## src/hw/rtl/cdc_pkg.sv

```systemverilog
package cdc_pkg;

	localparam int WINDOW_BYTES_DEF = 48;

	localparam logic [31:0] BOUNDARY_MASK_RST = 32'd8191;
	localparam logic [31:0] HASH_MULT_RST     = 32'd31;
	localparam logic [31:0] MULT_POWER_RST    = 32'd0;

	localparam int CFG_IDX_W = 2;

	typedef enum logic [CFG_IDX_W-1:0] {
		REG_BOUNDARY_MASK = 2'd0,
		REG_HASH_MULT     = 2'd1,
		REG_MULT_POWER    = 2'd2,
		REG_UNUSED        = 2'd3
	} cfg_reg_t;

	typedef enum logic [3:0] {
		ST_IDLE = 4'b0001,
		ST_MUL1 = 4'b0010,
		ST_MUL2 = 4'b0100,
		ST_DONE = 4'b1000
	} state_t;

	typedef enum logic {
		MUL_SEL_OLDEST = 1'b0,
		MUL_SEL_HASH   = 1'b1
	} mul_sel_t;

	typedef struct packed {
		logic     en;
		mul_sel_t sel;
	} mul_ctrl_t;

endpackage

```

## src/hw/rtl/cdc_ram.sv

```systemverilog
module cdc_ram #(
	parameter int WIDTH = 8,
	parameter int DEPTH = 48
) (
	input  logic                     clk,
	input  logic                     we,
	input  logic [$clog2(DEPTH)-1:0] waddr,
	input  logic [WIDTH-1:0]         wdata,
	input  logic                     re,
	input  logic [$clog2(DEPTH)-1:0] raddr,
	output logic [WIDTH-1:0]         rdata_q
);

	logic [WIDTH-1:0] mem [DEPTH];

	always_ff @(posedge clk) begin
		if (we) begin
			mem[waddr] <= wdata;
		end
		if (re) begin
			rdata_q <= mem[raddr];
		end
	end

endmodule

```

## src/hw/rtl/cdc_mul.sv

```systemverilog
module cdc_mul (
	input  logic              clk,
	input  cdc_pkg::mul_ctrl_t ctrl,
	input  logic [7:0]        oldest,
	input  logic [31:0]       power,
	input  logic [31:0]       mult,
	input  logic [31:0]       acc,
	output logic [31:0]       prod_q
);

	logic [31:0] op_a;
	logic [31:0] op_b;

	always_comb begin
		unique case (ctrl.sel)
			cdc_pkg::MUL_SEL_OLDEST: begin
				op_a = {24'd0, oldest};
				op_b = power;
			end
			cdc_pkg::MUL_SEL_HASH: begin
				op_a = mult;
				op_b = acc;
			end
			default: begin
				op_a = mult;
				op_b = acc;
			end
		endcase
	end

	// low 32 bits of the product only
	always_ff @(posedge clk) begin
		if (ctrl.en) begin
			prod_q <= op_a * op_b;
		end
	end

endmodule

```

## src/hw/rtl/content_defined_chunker.sv

```systemverilog
// An input byte is accepted only in ST_IDLE; no new byte is taken until the
// last one is through the window memory read and two passes through the
// single shared 32x32 multiplier (oldest*m^W, then m*acc); a boundary waits
// in ST_DONE while the previous result has not been taken.
// Reset (arst_n low, asynchronous): control and config registers reset,
// window empty, hash and length zero; byte/result regs and memory not reset.
module content_defined_chunker #(
	parameter int WINDOW_BYTES = cdc_pkg::WINDOW_BYTES_DEF
) (
	input  logic                        clk,
	input  logic                        arst_n,
	input  logic                        in_valid,
	output logic                        in_ready,
	input  logic [7:0]                  data_byte,
	input  logic                        stream_end,
	output logic                        out_valid,
	input  logic                        out_ready,
	output logic [31:0]                 chunk_length,
	output logic                        closed_by_stream_end,
	input  logic                        cfg_valid,
	output logic                        cfg_ready,
	input  logic [cdc_pkg::CFG_IDX_W-1:0] cfg_index,
	input  logic [31:0]                 cfg_data
);

	localparam int PTR_W  = $clog2(WINDOW_BYTES);
	localparam int FILL_W = $clog2(WINDOW_BYTES + 1);

	cdc_pkg::state_t    state_q;
	cdc_pkg::mul_ctrl_t mul_ctrl;

	logic [31:0]       mask_q;
	logic [31:0]       mult_q;
	logic [31:0]       power_q;
	logic [PTR_W-1:0]  ptr_q;
	logic [FILL_W-1:0] fill_q;
	logic [31:0]       hash_q;
	logic [31:0]       len_q;
	logic [7:0]        byte_q;
	logic              last_q;
	logic              full_q;
	logic              out_valid_q;
	logic [31:0]       chunk_length_q;
	logic              closed_q;

	logic [7:0]  oldest;
	logic [31:0] acc;
	logic [31:0] prod_q;
	logic        window_full;
	logic        match;
	logic        emit;
	logic        done_go;
	logic        accept;

	assign cfg_ready            = 1'b1;
	assign in_ready             = (state_q == cdc_pkg::ST_IDLE);
	assign accept               = in_valid && in_ready;
	assign out_valid            = out_valid_q;
	assign chunk_length         = chunk_length_q;
	assign closed_by_stream_end = closed_q;

	assign window_full = (fill_q == FILL_W'(WINDOW_BYTES));
	assign acc = full_q ? (hash_q - prod_q + {24'd0, byte_q}) : (hash_q + {24'd0, byte_q});
	assign match   = window_full && ((prod_q & mask_q) == 32'd0);
	assign emit    = match || last_q;
	assign done_go = (state_q == cdc_pkg::ST_DONE) && (!emit || !out_valid_q || out_ready);

	always_comb begin
		mul_ctrl.en  = 1'b0;
		mul_ctrl.sel = cdc_pkg::MUL_SEL_OLDEST;
		unique case (state_q)
			cdc_pkg::ST_MUL1: begin
				mul_ctrl.en  = 1'b1;
				mul_ctrl.sel = cdc_pkg::MUL_SEL_OLDEST;
			end
			cdc_pkg::ST_MUL2: begin
				mul_ctrl.en  = 1'b1;
				mul_ctrl.sel = cdc_pkg::MUL_SEL_HASH;
			end
			default: begin
				mul_ctrl.en  = 1'b0;
				mul_ctrl.sel = cdc_pkg::MUL_SEL_OLDEST;
			end
		endcase
	end

	cdc_ram #(
		.WIDTH (8),
		.DEPTH (WINDOW_BYTES)
	) u_window (
		.clk     (clk),
		.we      (state_q == cdc_pkg::ST_MUL1),
		.waddr   (ptr_q),
		.wdata   (byte_q),
		.re      (accept),
		.raddr   (ptr_q),
		.rdata_q (oldest)
	);

	cdc_mul u_mul (
		.clk    (clk),
		.ctrl   (mul_ctrl),
		.oldest (oldest),
		.power  (power_q),
		.mult   (mult_q),
		.acc    (acc),
		.prod_q (prod_q)
	);

	always_ff @(posedge clk or negedge arst_n) begin
		if (!arst_n) begin
			mask_q  <= cdc_pkg::BOUNDARY_MASK_RST;
			mult_q  <= cdc_pkg::HASH_MULT_RST;
			power_q <= cdc_pkg::MULT_POWER_RST;
		end else if (cfg_valid) begin
			unique case (cfg_index)
				cdc_pkg::REG_BOUNDARY_MASK: mask_q  <= cfg_data;
				cdc_pkg::REG_HASH_MULT:     mult_q  <= cfg_data;
				cdc_pkg::REG_MULT_POWER:    power_q <= cfg_data;
				default: ;
			endcase
		end
	end

	always_ff @(posedge clk) begin
		if (accept) begin
			byte_q <= data_byte;
			last_q <= stream_end;
		end
		if (done_go && emit) begin
			chunk_length_q <= len_q;
			closed_q       <= !match;
		end
	end

	always_ff @(posedge clk or negedge arst_n) begin
		if (!arst_n) begin
			state_q     <= cdc_pkg::ST_IDLE;
			ptr_q       <= '0;
			fill_q      <= '0;
			hash_q      <= '0;
			len_q       <= '0;
			full_q      <= 1'b0;
			out_valid_q <= 1'b0;
		end else begin
			if (done_go && emit) begin
				out_valid_q <= 1'b1;
			end else if (out_valid_q && out_ready) begin
				out_valid_q <= 1'b0;
			end
			unique case (state_q)
				cdc_pkg::ST_IDLE: begin
					if (accept) begin
						if (len_q != 32'hFFFF_FFFF) begin
							len_q <= len_q + 32'd1;
						end
						full_q  <= window_full;
						state_q <= cdc_pkg::ST_MUL1;
					end
				end
				cdc_pkg::ST_MUL1: begin
					ptr_q   <= (ptr_q == PTR_W'(WINDOW_BYTES - 1)) ? '0 : ptr_q + PTR_W'(1);
					state_q <= cdc_pkg::ST_MUL2;
				end
				cdc_pkg::ST_MUL2: begin
					if (!full_q) begin
						fill_q <= fill_q + FILL_W'(1);
					end
					state_q <= cdc_pkg::ST_DONE;
				end
				cdc_pkg::ST_DONE: begin
					if (done_go) begin
						if (emit) begin
							ptr_q  <= '0;
							fill_q <= '0;
							hash_q <= '0;
							len_q  <= '0;
						end else begin
							hash_q <= prod_q;
						end
						state_q <= cdc_pkg::ST_IDLE;
					end
				end
				default: begin
					state_q <= cdc_pkg::ST_IDLE;
				end
			endcase
		end
	end

endmodule
```

## config.mk

```make
export PLATFORM = sky130hd
export DESIGN_NAME = content_defined_chunker
export DESIGN_NICKNAME = d
export VERILOG_FILES = /design/src/hw/rtl/cdc_pkg.sv /design/src/hw/rtl/cdc_ram.sv /design/src/hw/rtl/cdc_mul.sv /design/src/hw/rtl/content_defined_chunker.sv
export SDC_FILE = /design/constraint.sdc
export NUM_CORES = 2
export LEC_CHECK = 0
export CAP_MARGIN = 30
export CORE_MARGIN = 4
export CORE_UTILIZATION = 65
export CTS_CLUSTER_DIAMETER = 100
export CTS_CLUSTER_SIZE = 25
export DETAILED_ROUTE_END_ITERATION = 7
export DONT_BUFFER_PORTS = 1
export PLACE_DENSITY = 0.81
export RECOVER_POWER = 50
export SYNTH_ARGS = -nofsm -noshare
export SYNTH_HDL_FRONTEND = slang
export SYNTH_SLANG_ARGS = --single-unit
export TNS_END_PERCENT = 50
```

## constraint.sdc

```tcl
create_clock -name clk -period 32.2 [get_ports clk]
set_input_delay 6.44 -clock clk [delete_from_list [all_inputs] [get_ports clk]]
set_output_delay 6.44 -clock clk [all_outputs]
set_load 0.05 [all_outputs]
```

==> results.md <==
* Outcome: finished, violations left
* Violations in the final reports: capacitance limit, slew limit
* Area of the core at about 66000 um^2
* Die area at 70900 um^2
* Sequential fraction of the synthesis area at 0.426
* Post-CTS repair timing setup buffer count at 0
* Worst-case headroom to the max-slew limit at -0.974
* Total clock sinks at ~640
* Post-CTS clock slew at the launch and capture registers of the worst setup and hold paths at between 0.1 and 0.15 ns
* Crit-path most repeated cell: fa_1
* Global Route Usage Sum at 0.334
* Post-Synthesis Mean Instance Area at 11.3 um^2
* Layout fillers at 4717
* Total half-perimeter wirelength after legalization and detailed placement at approximately 86 mm
* Crit path max fanout at 51
* Minimum period implied by the final worst setup slack at approximately 14 ns
* CTS Hold Bufs at 0
* Detailed Route WL at around 120 mm
* Worst-case clock skew at between 0.02 and 0.03 ns
* First-pass GRT wire length at approximately 180 mm
* Remaining global-route overflow at 0
* Critical Path AT at 14.21 ns
* Ratio of final minimum period to clock period at 0.429
* Pin count of the biggest net entering global routing at roughly 180
* Starting Density at 0.657
* Routed wirelength normalized by instance count at 25.0 um
* # rows at 94
* Number of synthesis warnings at 0
* Vias after detailed routing at between 30k and 40k
* Maximum count of clock buffers along a single path at 3
* Number of antenna violations at the first check in global routing at 7
* Final-report hold violation count at 0
* Endpoint class of the critical path: register
* Post-CTS resize count at 0
* Fraction of the core area covered by cells at the end of the flow at 0.685
* Die Wd at roughly 270 um
* Unrepaired setup endpoints after global routing: false
* Yosys cell types at between 70 and 80
* DIE HEIGHT at 266 um
* Most instantiated flip-flop cell in the synthesis netlist: edfxtp_1
* Type of the setup path with the least slack: reg -> reg
* Port bufs at 0
* EDFF count, synth at between 400 and 500
* Main area contributors after synthesis: edfxtp_1, fa_1, dfrtp_1
* Vias per inst at roughly 6.4
* Root Driver: clkbuf_16
* Synth cell count leaders: inv_1, edfxtp_1, fa_1, nand2_1, nor2_1
* Count of maximum capacitance violations at 14
* Number of primary I/O pins at 84
* Summed instance area of the synthesized netlist at between 40000 and 50000 um^2
* Area share of the leading cell type in the synthesized netlist at 0.323
* Data required, critical path at roughly 33 ns
* Setup TNS at 0 ns
* Clock tree from TritonCTS: built
* Actual slew at the worst max-slew pin at 2.96 ns
* Worst-Skew Late Latency at 0.65 ns
* Maximum frequency from static timing analysis at between 0.07 and 0.08 GHz
* Detailed-routing iteration count for the pre-antenna-repair pass at 8
* Setup Slack @ Placement at a little under 20 ns
* TritonCTS buffer count at 30
* Antenna-violating nets left at 0
* Number of nets at the end of the flow at between 4k and 5k
* Cell with the largest stage delay on the worst path: clkbuf_1
* Classification of the worst-slack hold path: reg -> reg
* Worst Slack Setup Final at about 18 ns
* Most numerous cell in the Yosys netlist: inv_1
* Vias in the first global route at slightly above 30k
* Post-synthesis register bit count at approximately 640
* Share of final-layout standard cells stronger than drive strength 1 at 0.0669
* Max-slew violation total from the final report at 641
* DRC violation count after routing at 0
* GPL Wtd Cong at roughly 0.98
* Fraction of registers with async set or reset after synthesis at 0.276
* Largest stage delay on the critical path at between 1.5 and 2 ns
* Synthesis-to-finish area growth at 4.26%
* Final Setup Violations at 0
* Number of nets in the synthesized netlist at between 4k and 5k
* Starting DRT DRC Count at 3158
* Startpoint type of the worst setup path: register
* H-tree levels at 1
* Synth area leader: edfxtp_1
* Cell count after synthesis at a little under 4k
-- cells in the final DEF (no fill, tap or decap), types with 87 or more instances in the layout --
master	instances
nor2_1	334
dfrtp_1	158
a22oi_1	102
a21oi_1	87
inv_1	514
ha_1	190
edfxtp_1	466
and2_1	95
mux2_2	104
nand2_1	400
fa_1	417
xnor2_1	95
-- kinds of logic after synthesis --
logic type,share of synthesized area
AO/OA/AOI/OAI,0.0878
XOR/XNOR,0.0338
other,0.0000865
flip-flops,0.426
multiplexers,0.0323
buffers and inverters,0.0597
AND/OR/NAND/NOR,0.113
adder cells (fa/ha/maj),0.247
-- per-layer routing --
metal / GRT usage / part of all wire / wire length [um]
met1: 0.433 / 0.36 / 41900
met2: 0.531 / 0.46 / 53900
met3: 0.0817 / 0.11 / 13300
met4: 0.171 / 0.064 / 7510
met5: 0 / 0.000086 / 10
-- state kept, by name (all words and copies together) (netlist names), 8 cells and up --
| signal | flops |
|---|---|
| u_window.mem | 384 |
| chunk_length | 32 |
| hash_q | 32 |
| len_q | 32 |
| mask_q | 32 |
| mult_q | 32 |
| power_q | 32 |
| u_mul.prod_q | 32 |
| byte_q | 8 |
| u_window.rdata_q | 8 |
-- final cells by class --
type / instances / area (um^2) / share of cell area
Clock inverter: 3 / 66.3 / 0.00147
Sequential cell: 644 / 18500 / 0.409
Antenna cell: 8 / 20.0 / 0.000443
Tap cell: 864 / 1080 / 0.0239
Multi-Input combinational cell: 2513 / 22400 / 0.494
Inverter: 514 / 1930 / 0.0427
Timing Repair Buffer: 70 / 452 / 0.00999
Clock buffer: 53 / 837 / 0.0185
-- worst max-delay path: cells and delay by family (launching register included) --
kind / cells / cell delay [ns]
adder cells (fa/ha/maj): 10 / 4.82
XOR/XNOR: 15 / 3.31
AO/OA/AOI/OAI: 7 / 2.75
buffers and inverters: 6 / 1.99
flip-flops: 1 / 0.33
AND/OR/NAND/NOR: 2 / 0.33
-- per-stage QoR --
step           area (um^2)  hold WS, ns  cells
2_1_floorplan        43400        0.447   3844
3_3_place_gp         44300        0.471   4595
3_5_place_dp         44300        0.489   4599
4_1_cts              45200        0.507   4655
5_1_grt              45200        0.525   4665
6_report             45200        0.510   4669
-- final timing paths --
path	from	endpoint	slack [ns]	depth (start not counted)
max	byte_q[1]$_DFFE_PP_	u_mul.prod_q[31]$_DFFE_PN_	18.38	40
min	len_q[26]$_DFFE_PN0P_	chunk_length[26]$_DFFE_PP_	0.51	0
max reg2reg	byte_q[1]$_DFFE_PP_	u_mul.prod_q[31]$_DFFE_PN_	18.38	40
min reg2reg	len_q[26]$_DFFE_PN0P_	chunk_length[26]$_DFFE_PP_	0.51	0
max in group asynchronous	arst_n	mult_q[3]$_DFFE_PN1P_	26.44	0
min in group asynchronous	arst_n	len_q[28]$_DFFE_PN0P_	5.49	0
Power is not shown: default switching activity piles up to over one toggle a cycle in this logic, so the estimate is an artifact.
